### src/sv/smi_pkg.sv
// ----------------------------------------------------------------------------
// smi_pkg
// Shared types and constants for the stack machine instruction step block.
// ----------------------------------------------------------------------------
package smi_pkg;

    localparam int PROG_WORDS_DEF = 1024;
    localparam int DATA_DEPTH_DEF = 64;
    localparam int RET_DEPTH_DEF  = 64;
    localparam int MEM_WORDS_DEF  = 256;
    localparam int MAX_FRAMES_DEF = 16;

    localparam int CELL_W = 33;   // bit 32 set when the tag is not numeric
    localparam int WORD_W = 32;

    typedef enum logic [5:0] {
        OP_PUSH  = 6'd0,  OP_POP   = 6'd1,  OP_DUP   = 6'd2,  OP_ADD   = 6'd3,
        OP_SUB   = 6'd4,  OP_MUL   = 6'd5,  OP_DIV   = 6'd6,  OP_JMP   = 6'd7,
        OP_JIT   = 6'd8,  OP_JIF   = 6'd9,  OP_CALL  = 6'd10, OP_RET   = 6'd11,
        OP_STS   = 6'd12, OP_RCS   = 6'd13, OP_EQ    = 6'd14, OP_GT    = 6'd15,
        OP_GE    = 6'd16, OP_LT    = 6'd17, OP_LE    = 6'd18, OP_NE    = 6'd19,
        OP_STO   = 6'd20, OP_RCL   = 6'd21, OP_END   = 6'd22, OP_PRN   = 6'd23,
        OP_RCE   = 6'd24, OP_STL   = 6'd25, OP_ALC   = 6'd26, OP_FRE   = 6'd27,
        OP_ATR   = 6'd28, OP_MOV   = 6'd29, OP_SCH   = 6'd30, OP_GRB   = 6'd31,
        OP_DRP   = 6'd32, OP_ENTRY = 6'd33, OP_LEAVE = 6'd34, OP_ATK   = 6'd35
    } t_op;

    typedef enum logic [1:0] {
        ST_IDLE,
        ST_EXEC,
        ST_DIV,
        ST_WB
    } t_state;

    localparam logic [2:0] ERR_NONE  = 3'd0;
    localparam logic [2:0] ERR_TYPE  = 3'd1;
    localparam logic [2:0] ERR_DIV0  = 3'd2;
    localparam logic [2:0] ERR_OVER  = 3'd3;
    localparam logic [2:0] ERR_UNDER = 3'd4;
    localparam logic [2:0] ERR_FRAME = 3'd5;

    localparam logic [2:0] SYS_ATR = 3'd0;
    localparam logic [2:0] SYS_MOV = 3'd1;
    localparam logic [2:0] SYS_SCH = 3'd2;
    localparam logic [2:0] SYS_GRB = 3'd3;
    localparam logic [2:0] SYS_DRP = 3'd4;
    localparam logic [2:0] SYS_ATK = 3'd5;

    // result beat layout
    typedef struct packed {
        logic [2:0]  error_code;
        logic        halted;
        logic [2:0]  syscall_code;
        logic        syscall_valid;
        logic [31:0] print_value;
        logic        print_valid;
        logic [9:0]  next_ip;
    } t_result;

    typedef struct packed {
        logic        start;
        logic [31:0] dividend;
        logic [31:0] divisor;
    } t_div_req;

endpackage

### src/sv/smi_div.sv
// ----------------------------------------------------------------------------
// smi_div
// Signed 32-bit divider, one quotient bit per cycle, truncating toward zero.
// ----------------------------------------------------------------------------
module smi_div
    import smi_pkg::*;
(
    input  logic        i_clk,
    input  logic        i_rst_n,
    input  t_div_req    i_req,
    output logic        o_done,
    output logic [31:0] o_quot
);

    logic [32:0] r_rem;
    logic [31:0] r_q;
    logic [31:0] r_d;
    logic [4:0]  r_cnt;
    logic        r_busy;
    logic        r_neg;
    logic        r_done;

    logic [32:0] w_sh;
    logic        w_ge;

    assign w_sh = {r_rem[31:0], r_q[31]};
    assign w_ge = (w_sh >= {1'b0, r_d});

    always_ff @(posedge i_clk) begin
        if (!i_rst_n) begin
            r_busy <= 1'b0;
            r_done <= 1'b0;
            r_cnt  <= '0;
        end else begin
            r_done <= 1'b0;
            if (i_req.start) begin
                r_busy <= 1'b1;
                r_cnt  <= '0;
            end else if (r_busy) begin
                r_cnt <= r_cnt + 5'd1;
                if (r_cnt == 5'd31) begin
                    r_busy <= 1'b0;
                    r_done <= 1'b1;
                end
            end
        end
    end

    always_ff @(posedge i_clk) begin
        if (i_req.start) begin
            r_q   <= i_req.dividend[31] ? (32'd0 - i_req.dividend) : i_req.dividend;
            r_d   <= i_req.divisor[31] ? (32'd0 - i_req.divisor) : i_req.divisor;
            r_rem <= '0;
            r_neg <= i_req.dividend[31] ^ i_req.divisor[31];
        end else if (r_busy) begin
            r_rem <= w_ge ? (w_sh - {1'b0, r_d}) : w_sh;
            r_q   <= {r_q[30:0], w_ge};
        end
    end

    assign o_done = r_done;
    assign o_quot = r_neg ? (32'd0 - r_q) : r_q;

endmodule

### config.mk
export PLATFORM = sky130hd
export DESIGN_NAME = smi_div
export DESIGN_NICKNAME = d
export VERILOG_FILES = /design/src/sv/smi_pkg.sv /design/src/sv/smi_div.sv
export SDC_FILE = /design/constraint.sdc
export NUM_CORES = 1
export LEC_CHECK = 0
export CAP_MARGIN = 25
export CORE_MARGIN = 1
export CORE_UTILIZATION = 48
export DETAILED_ROUTE_END_ITERATION = 7
export DONT_BUFFER_PORTS = 1
export PLACE_DENSITY = 0.72
export SYNTH_ARGS = -nofsm -noshare
export SYNTH_HDL_FRONTEND = slang
export SYNTH_SLANG_ARGS = --single-unit
### constraint.sdc
create_clock -name i_clk -period 4.2 [get_ports i_clk]
set_input_delay 0.42 -clock i_clk [delete_from_list [all_inputs] [get_ports i_clk]]
set_output_delay 0.42 -clock i_clk [all_outputs]
set_load 0.01 [all_outputs]
# Word level (Yosys, flattened, before mapping)
# Cells that the tools add are included.
[totals]
reg_bits = 104
input_bits = 67
output_inout_bits = 33
word_cells = 31
[classes]
addsub = 5
magnitude_cmp = 1
n_eq_ne = 1
n_mux = 10
bitwise = 3
reduce_logical = 3
[op_table]
columns = ["cell", "n"]
rows = [
  ["32-bit two-way mux", 5],
  ["1-bit by 32-bit subtractor with 32-bit output (first input constant)", 3],
  ["33-bit by 32-bit greater-or-equal comparator with 1-bit output", 1],
  ["32-bit subtractor", 1],
  ["31-bit two-way mux", 1],
  ["5-bit by 1-bit adder with 5-bit output (second input constant)", 1],
  ["5-bit == test (second input constant)", 1],
  ["1-bit two-way mux", 4],
  ["3-bit OR reduction", 1],
  ["1-bit NOT", 2],
  ["2-bit nonzero test", 1],
  ["2-bit OR reduction", 1],
  ["1-bit XOR", 1],
]

# Depth between registers and ports, before layout
# Gate-level depths: netlist of the first run.
[depth]
word_depth = 4
ltp_mapped = 13
depth_no_buf = 12

# Least setup slack after synthesis of the first run
# No wires, ideal clock.
[synth_path]
path_type = "reg2out"
from = "register r_q[10]"
to = "output o_quot[29]"
arrival_ns = 2.889
t_required_ns = 3.780
path_slack_ns = 0.891
stages_incl_launch_ff = 9
n_path_buf = 0
path_cell_list = "edfxtp_1 -> or4_4 -> or4_4 -> or4_4 -> inv_2 -> nand2_2 -> or4_4 -> o41ai_2 -> xnor2_1"
[synth_via]
elab_chain_cells = 2
[synth_lines]
columns = ["element", "line_no", "text"]
rows = [
  ["from (decl)", "smi_div.sv:16", "logic [31:0] r_q;"],
  ["from (signal assigned)", "smi_div.sv:51", "r_q <= i_req.dividend[31] ? (32'd0 - i_req.dividend) : i_req.dividend;"],
  ["from (signal assigned)", "smi_div.sv:57", "r_q <= {r_q[30:0], w_ge};"],
  ["1-bit by 32-bit subtractor with 32-bit output", "smi_div.sv:62", "assign o_quot = r_neg ? (32'd0 - r_q) : r_q;"],
  ["32-bit two-way mux", "smi_div.sv:62", ""],
  ["to (decl)", "smi_div.sv:12", "output logic [31:0] o_quot"],
]
# Every way passes these cells.

# Worst setup path in the final report of the first run
[layout_path]
from = "register r_q[9]"
to = "output o_quot[31]"
# The elaborated chain is that of the path after synthesis.

==> qor.csv, run 1 <==
metric;value;unit
row_count;46;
worstPathRequired;3.78;ns
ios;100;
holdPathStages;1;
antenna_cells;0;
syn_area;7860;um2
ant_nets;0;
drt-total-wl;18480;um
vias;6677;
drtIter0Drc;371;
hold_buffers;0;
detail_route.first_pass.iterations;5;
power_density;348.2;nW/um2
dieWidth;130.0;um
dieArea;16890;um2
period_share;95.18;%
slew_headroom;34.07;%
hp-start;i_req[64];
synth_top_area_cell;edfxtp_1;
ys_async_sr_fraction;0;%
worstPathArrival;3.58;ns
nNetsFinal;981;
numCtsBuffers;9;
port_buffers;0;
grt_pass1_wl;29810;um
comb_power_share;24.4;%
setup_viol;0;
final_layout_size_suffix_gt1_share;5.562;%
setup_tns;0;ns
worstMarginPinSlew;0.9889;ns
intPower;1978;uW
syn_nets;1008;
synthTopCellsByArea;edfxtp_1 (25%), dfxtp_1 (9.9%), xnor2_1 (8.5%);
swShare;31.90;%
finalNonFillerCells;1097;
finClkSkew;0.009967;ns
slowest_delay;0.56;ns
rsz0062_at_grt;no;
crit_path_max_fanout;4;
path_clk_slew;0.08;ns
hold_violations;0;
syn_avg_cell_area;8.704;um2
ys_seq_area_share;34.77;%
antenna_found_initial;0;
cts_tree;done;
startpoint_type;flop;
power_frac_seq;44.1;%
final_area;8342;um2
synthDistinctLibCells;67;
worst_r2r_path_depth;11;
finalMaxSlewViolations;0;
synth-edff-count;65;
clock_sinks;104;
holdCritPathClass;primary input to flop;
crit_path_start;r_q[9]$_DFFE_PP_;
ys.flop_type;edfxtp_1;
cpMostUsedCell;or4_4;
clockPowerShare;31.5;%
maxCapViolations;0;
synth_top_area_share;24.83;%
ir_drop;0.2150;mV
yosysWarnings;0;
ff_latch_area;2733;um2
p_sw;926.6;uW
critPathKind;flop to output pin;
vias_per_cell;6.087;
grt_pass1_vias;6108;
place_area;8024;um2
crit_slowest_cell;or4_4;
multi_input_area;4766;um2
htreeDepth;3;
cts.repair.resized;0;
max_freq;250.2;MHz
cts_setup_buffers;0;
netlist_instances;903;
dp.final_hpwl;13470;um
gp_congestion;0.8738;
nFillCells;1507;
placed_cells;1081;
root_buffer;clkbuf_16;
cts_max_path_buffers;2;
yosys_register_bits;104;
fp.coreArea;15940;um2
die_h;130.0;um
crit_chain;or4_4 > or4_4 > or4_4 > inv_2 > nand2_2 > or4_4 > o31ai_2 > xnor2_1;
fin_crit;3.997;ns
route.detailed.drc;0;
grt-ovfl-total;0;
wire_per_inst;16.84;um
power_leakage;0.003151;uW
setup.worst_path.end_class;output pin;
clk_latency;0.36;ns
outcome;finished clean;
syn_to_final_growth;6.129;%
grt.total_usage;22.49;%
r2r-start;r_rem[2]$_SDFFE_PP0P_;
start_util;49.30;%
grt_max_degree;123;
-- cell families (layout without fill, tap and decap cells) --
family	Yosys count	in the layout	share of synthesized area, %
compound gates	259	259	22.08
buf+inv	98	76	4.760
simple gates	286	286	18.99
fa+ha+maj	38	38	6.144
flops	104	104	34.77
xor+xnor	112	112	12.48
mux	6	6	0.7800
-- cells in the mapped netlist, drive strengths merged (7+ instances only) --
library cell and count:
xnor2 76, nor2 75, edfxtp 65, a21oi 62, o21ai 61, nand2 57, inv 52, dfxtp 39
ha 37, clkbuf 36, xor2 36, nand3 28, o31ai 28, or3 26, or4 19, a311oi 17
nand4 17, a21o 16, nor3 15, nand2b 13, o211ai 11, o41ai 11, buf 10, nor2b 9
a31oi 8, nor4 8, o21a 7
-- worst paths after layout --
| check | endpoint | slack (ns) |
|---|---|---|
| worst max-delay path | o_quot[31] | 0.20 |
| worst min-delay path | r_rem[25]$_SDFFE_PP0P_ | 0.14 |
| worst max register to register | r_rem[19]$_SDFFE_PP0P_ | 0.65 |
| worst min register to register | r_rem[21]$_SDFFE_PP0P_ | 0.49 |
-- sequential cells by signal, indices dropped and copies added (netlist names) --
name and flops:
r_busy 1, r_q 32, r_rem 32, r_d 32
o_done 1, r_cnt 5, r_neg 1
-- layout make-up --
cell class,instances,share of cell area (%)
tap,216,3.240
clock buffer,9,2.700
clock inverter,7,1.110
multi-input combinational,701,57.13
timing repair buffer,8,0.7200
inverter,52,2.340
sequential,104,32.76
-- power groups by stage --
stage                     Combinational, uW  Sequential [uW]  Clock (uW)
final                                   708             1280         915
after global routing                    793             1300         969
after CTS                               707             1280         932
after detailed placement                703             1300           0
after global placement                  697             1300           0
after floorplan                         604             1270           0
-- placed cells by master (no fill, tap or decap), types with 24 or more instances in the layout --
cell and count:
ha_1 37, a21oi_1 62, o21ai_0 60, edfxtp_1 65
nand3_1 28, xnor2_1 76, nand2_1 56, xor2_1 36
o31ai_1 24, nor2_1 74, dfxtp_1 39, or3_1 26
inv_1 51
-- critical path: cells and delay by family, from the launching register on --
family	cells	cell delay [ns]
AO/OA/AOI/OAI	1	0.31
XOR/XNOR	1	0.30
buffers and inverters	1	0.07
flip-flops	1	0.46
AND/OR/NAND/NOR	5	2.06
-- per-stage QoR --
stage / worst slack, ns / hold WS, ns / utilization, % / total power [uW]
floorplan: 0.8908 / 0.4509 / - / 1874
global placement: 0.5993 / 0.4722 / 50.33 / 1997
detailed placement: 0.6202 / 0.4838 / 50.33 / 2006
CTS: 0.2101 / 0.1273 / 52.32 / 2918
global route: 0.05830 / 0.1305 / 52.32 / 3057
finish: 0.2026 / 0.1421 / 52.32 / 2904
-- layer usage --
| layer | part of all wire (%) | up-vias | GRT usage, % |
|---|---|---|---|
| met2 | 45 | 220 | 35.83 |
| met1 | 46 | 3129 | 30.46 |
| met5 | 0 | - | 0 |
| met4 | 1.7 | 0 | 7.524 |
| li1 | - | 3304 | - |
| met3 | 6.8 | 24 | 4.592 |
No activity file was read; power rests on OpenSTA's default activity.
==> run 2, diff against run 1 <==
--- a/config.mk
+++ b/config.mk
@@ -6,6 +6,7 @@
 export NUM_CORES = 1
 export LEC_CHECK = 0
 export CAP_MARGIN = 25
+export CORE_ASPECT_RATIO = 0.75
 export CORE_MARGIN = 1
 export CORE_UTILIZATION = 48
 export DETAILED_ROUTE_END_ITERATION = 7
==> qor.csv, run 2 (synthesis results as in run 1) <==
metric;value;unit
ios;100;
setup.worst_path.end_class;output pin;
detail_route.first_pass.iterations;5;
dieWidth;149.8;um
grt-ovfl-total;0;
vias_per_cell;6.115;
dieArea;16900;um2
finalMaxSlewViolations;0;
fp.coreArea;16020;um2
final_area;8318;um2
die_h;112.8;um
port_buffers;0;
worstPathArrival;3.52;ns
cp_num_buf_inv;0;
holdCritPathClass;primary input to flop;
crit_path_start;r_q[5]$_DFFE_PP_;
power_leakage;0.003145;uW
slew_headroom;34.33;%
nFillCells;1490;
gp_congestion;0.9230;
cpMostUsedCell;or4_4;
rsz0062_at_grt;no;
antenna_cells;0;
grt_max_degree;123;
r2r_slack;0.46;ns
nNetsFinal;982;
period_share;93.72;%
r2r-start;r_d[3]$_DFFE_PP_;
multi_input_area;4766;um2
setup_viol;0;
setup_tns;0;ns
ir_drop;0.1973;mV
dp.final_hpwl;13540;um
power_density;343.0;nW/um2
reg2reg_to;r_rem[19]$_SDFFE_PP0P_;
route.detailed.drc;0;
crit_chain;nor4_1 > nand2b_1 > or4_4 > or4_4 > nand2b_1 > or4_4 > o31ai_2 > xnor2_1;
maxCapViolations;0;
final_layout_size_suffix_gt1_share;5.669;%
antenna_found_initial;0;
cp_top_family;simple AND/OR/NAND/NOR gates;
cts.repair.resized;0;
utilization;51.94;%
outcome;finished clean;
row_count;40;
cts_tree;done;
crit_path_max_fanout;4;
htreeDepth;3;
placed_cells;1074;
finalNonFillerCells;1092;
hold_buffers;0;
place_area;8009;um2
grt_pass1_wl;30260;um
fin_total_pwr;2853;uW
worstMarginPinSlew;0.9851;ns
worst_r2r_path_depth;12;
cts_setup_buffers;0;
fin_crit;3.936;ns
cts_max_path_buffers;2;
root_buffer;clkbuf_16;
grt.total_usage;22.40;%
clock_sinks;104;
clk_latency;0.37;ns
drtIter0Drc;588;
max_freq;254.0;MHz
ant_nets;0;
final_cell_mix;xnor2_1 (76), nor2_1 (74), edfxtp_1 (65);
slowest_delay;0.56;ns
ff_latch_area;2733;um2
numCtsBuffers;9;
cp.depth;8;
start_util;49.08;%
finClkSkew;0.01114;ns
worstPathRequired;3.78;ns
path_clk_slew;0.08;ns
startpoint_type;flop;
grt_pass1_vias;5943;
crit_slowest_cell;or4_4;
wire_per_inst;17.10;um
hold_violations;0;
syn_to_final_growth;5.826;%
cp-endpoint;o_quot[28];
critPathKind;flop to output pin;
layout_commonest_cell;xnor2_1;
drt-total-wl;18680;um
vias;6678;
largestRegisters;r_d x32, r_q x32, r_rem x32;
run 2: changes by cell type in the layout (fill, tap and decap cells not counted), sizes merged:
cell,delta
buf,+1
clkinv,+1
bufinv,-1
run 2: cell type report:
| cell class | instances | area share (%) |
|---|---|---|
| clock buffer | 9 | 2.708 |
| clock inverter | 7 | 0.8273 |
| inverter | 52 | 2.347 |
| multi-input combinational | 701 | 57.30 |
| sequential | 104 | 32.85 |
| tap | 210 | 3.159 |
| timing repair buffer | 9 | 0.8123 |
run 2: how the worst min path moves through the flow:
stage                                start                     end  depth (start not counted)
floorplan           r_rem[31]$_SDFFE_PP0P_  r_rem[31]$_SDFFE_PP0P_                          2
global placement    r_rem[21]$_SDFFE_PP0P_  r_rem[21]$_SDFFE_PP0P_                          2
detailed placement  r_rem[21]$_SDFFE_PP0P_  r_rem[21]$_SDFFE_PP0P_                          2
CTS                              i_req[64]  r_rem[20]$_SDFFE_PP0P_                          1
global route                     i_req[64]  r_rem[22]$_SDFFE_PP0P_                          1
finish                           i_req[64]  r_rem[20]$_SDFFE_PP0P_                          1
run 2: per-layer routing:
layer	track usage (%)	vias to the layer above	routed length, um
met3	4.234	14	1473
met1	35.23	3138	9388
li1	-	3283	-
met5	0	-	0
met4	5.589	0	211
met2	30.83	243	7605
run 2: metrics by stage:
stage / setup WS (ns) / hold WS, ns
6_report: 0.2636 / 0.1349
5_1_grt: 0.1073 / 0.1300
4_1_cts: 0.2597 / 0.1289
3_5_place_dp: 0.5382 / 0.4795
3_3_place_gp: 0.6599 / 0.4753
2_1_floorplan: 0.8908 / 0.4509
run 2: power by group:
part | internal, uW | switching, uW | total, uW
combinational | 301 | 417 | 718
clock | 423 | 433 | 856
sequential | 1190 | 85.9 | 1280
==> run 3, diff against run 2 <==
--- a/config.mk
+++ b/config.mk
@@ -5,13 +5,13 @@
 export SDC_FILE = /design/constraint.sdc
 export NUM_CORES = 1
 export LEC_CHECK = 0
-export CAP_MARGIN = 25
+export CAP_MARGIN = 20
 export CORE_ASPECT_RATIO = 0.75
 export CORE_MARGIN = 1
 export CORE_UTILIZATION = 48
 export DETAILED_ROUTE_END_ITERATION = 7
 export DONT_BUFFER_PORTS = 1
-export PLACE_DENSITY = 0.72
+export PLACE_DENSITY_LB_ADDON = 0.2
 export SYNTH_ARGS = -nofsm -noshare
 export SYNTH_HDL_FRONTEND = slang
 export SYNTH_SLANG_ARGS = --single-unit
==> qor.csv, run 3 (synthesis results as in run 1) <==
metric;value;unit
cts.repair.resized;0;
dieArea;16900;um2
htreeDepth;3;
layout_commonest_cell;xnor2_1;
setup_viol;0;
path_clk_slew;0.08;ns
clock_sinks;104;
rsz0062_at_grt;no;
cts_max_path_buffers;2;
worstMarginPinSlew;1.023;ns
grt-ovfl-total;0;
numCtsBuffers;9;
power_leakage;0.003141;uW
vias_per_cell;6.013;
antenna_cells;0;
crit_path_max_fanout;4;
outcome;finished clean;
fin_crit;3.900;ns
finalNonFillerCells;1091;
fin_hold_ws;0.1354;ns
wire_per_inst;17.15;um
worstPathRequired;3.78;ns
setup.worst_path.end_class;output pin;
finalMaxSlewViolations;0;
dieWidth;149.8;um
clk_latency;0.36;ns
finClkSkew;0.01272;ns
worst_r2r_path_depth;12;
port_buffers;0;
gp_congestion;0.8635;
grt_pass1_wl;30570;um
placed_cells;1075;
startpoint_type;flop;
utilization;51.92;%
syn_to_final_growth;5.794;%
crit_path_start;r_q[0]$_DFFE_PP_;
antenna_found_initial;0;
start_util;49.08;%
ir_drop;0.2161;mV
ios;100;
reg2reg_to;r_rem[19]$_SDFFE_PP0P_;
ant_nets;0;
detail_route.first_pass.iterations;6;
r2r-start;r_d[3]$_DFFE_PP_;
drtIter0Drc;620;
period_share;92.86;%
vias;6560;
grt.total_usage;22.77;%
critPathKind;flop to output pin;
route.detailed.drc;0;
max_freq;256.4;MHz
setup_tns;0;ns
fp.coreArea;16020;um2
slew_headroom;31.83;%
row_count;40;
final_cell_mix;xnor2_1 (76), nor2_1 (74), edfxtp_1 (65);
cts_setup_buffers;0;
die_h;112.8;um
r2r_slack;0.67;ns
largestRegisters;r_d x32, r_q x32, r_rem x32;
cp-endpoint;o_quot[28];
nNetsFinal;981;
hold_buffers;0;
hold_violations;0;
root_buffer;clkbuf_16;
power_density;342.8;nW/um2
drt-total-wl;18710;um
worstPathArrival;3.48;ns
maxCapViolations;0;
holdCritPathClass;primary input to flop;
grt_max_degree;123;
dp.final_hpwl;13660;um
grt_pass1_vias;5978;
cts_tree;done;
final_layout_size_suffix_gt1_share;5.562;%
## run 3: area by class of cell
class,count,area [um2]
clock buffer,9,225.2
fill,1526,7700
timing repair buffer,8,60.06
tap,210,262.8
multi-input combinational,701,4766
clock inverter,7,73.82
inverter,52,195.2
sequential,104,2733
## run 3: through the flow
stage               total power [uW]  instance area, um2  worst slack (ns)
detailed placement              2011                8016            0.6704
global route                    3008                8315           0.05368
CTS                             2874                8315            0.2638
finish                          2851                8315            0.2997
floorplan                       1874                7860            0.8908
global placement                2008                8016            0.7247
## run 3: how the worst min path moves through the flow
stage | startpoint | to | slack (ns) | cells after the start
detailed placement | r_rem[21]$_SDFFE_PP0P_ | r_rem[21]$_SDFFE_PP0P_ | 0.48 | 2
global route | i_req[64] | r_rem[20]$_SDFFE_PP0P_ | 0.12 | 1
CTS | i_req[64] | r_rem[17]$_SDFFE_PP0P_ | 0.13 | 1
floorplan | r_rem[31]$_SDFFE_PP0P_ | r_rem[31]$_SDFFE_PP0P_ | 0.45 | 2
global placement | r_rem[21]$_SDFFE_PP0P_ | r_rem[21]$_SDFFE_PP0P_ | 0.48 | 2
finish | i_req[64] | r_rem[18]$_SDFFE_PP0P_ | 0.14 | 1
## run 3: metal layers
metal  wire length, um  global-route usage [%]
met3              1443                   4.597
met5                 0                       0
met4               225                   6.061
met2              7497                   30.86
met1              9546                   35.82
## run 3: worst max-delay path, stage by stage (launching register included)
cell      delay, ns
edfxtp_1       0.48
inv_1          0.09
ha_1           0.15
nand2b_1       0.09
nand2b_1       0.21
or4_4          0.53
or4_4          0.52
nand2b_1       0.17
or4_4          0.45
o31ai_2        0.22
xnor2_1        0.20
## run 3: power breakdown
| part | internal, uW | leakage, uW | switching [uW] |
|---|---|---|---|
| registers | 1190 | 0.000956 | 91.7 |
| logic | 301 | 0.00204 | 410 |
| clock network | 423 | 0.000147 | 431 |
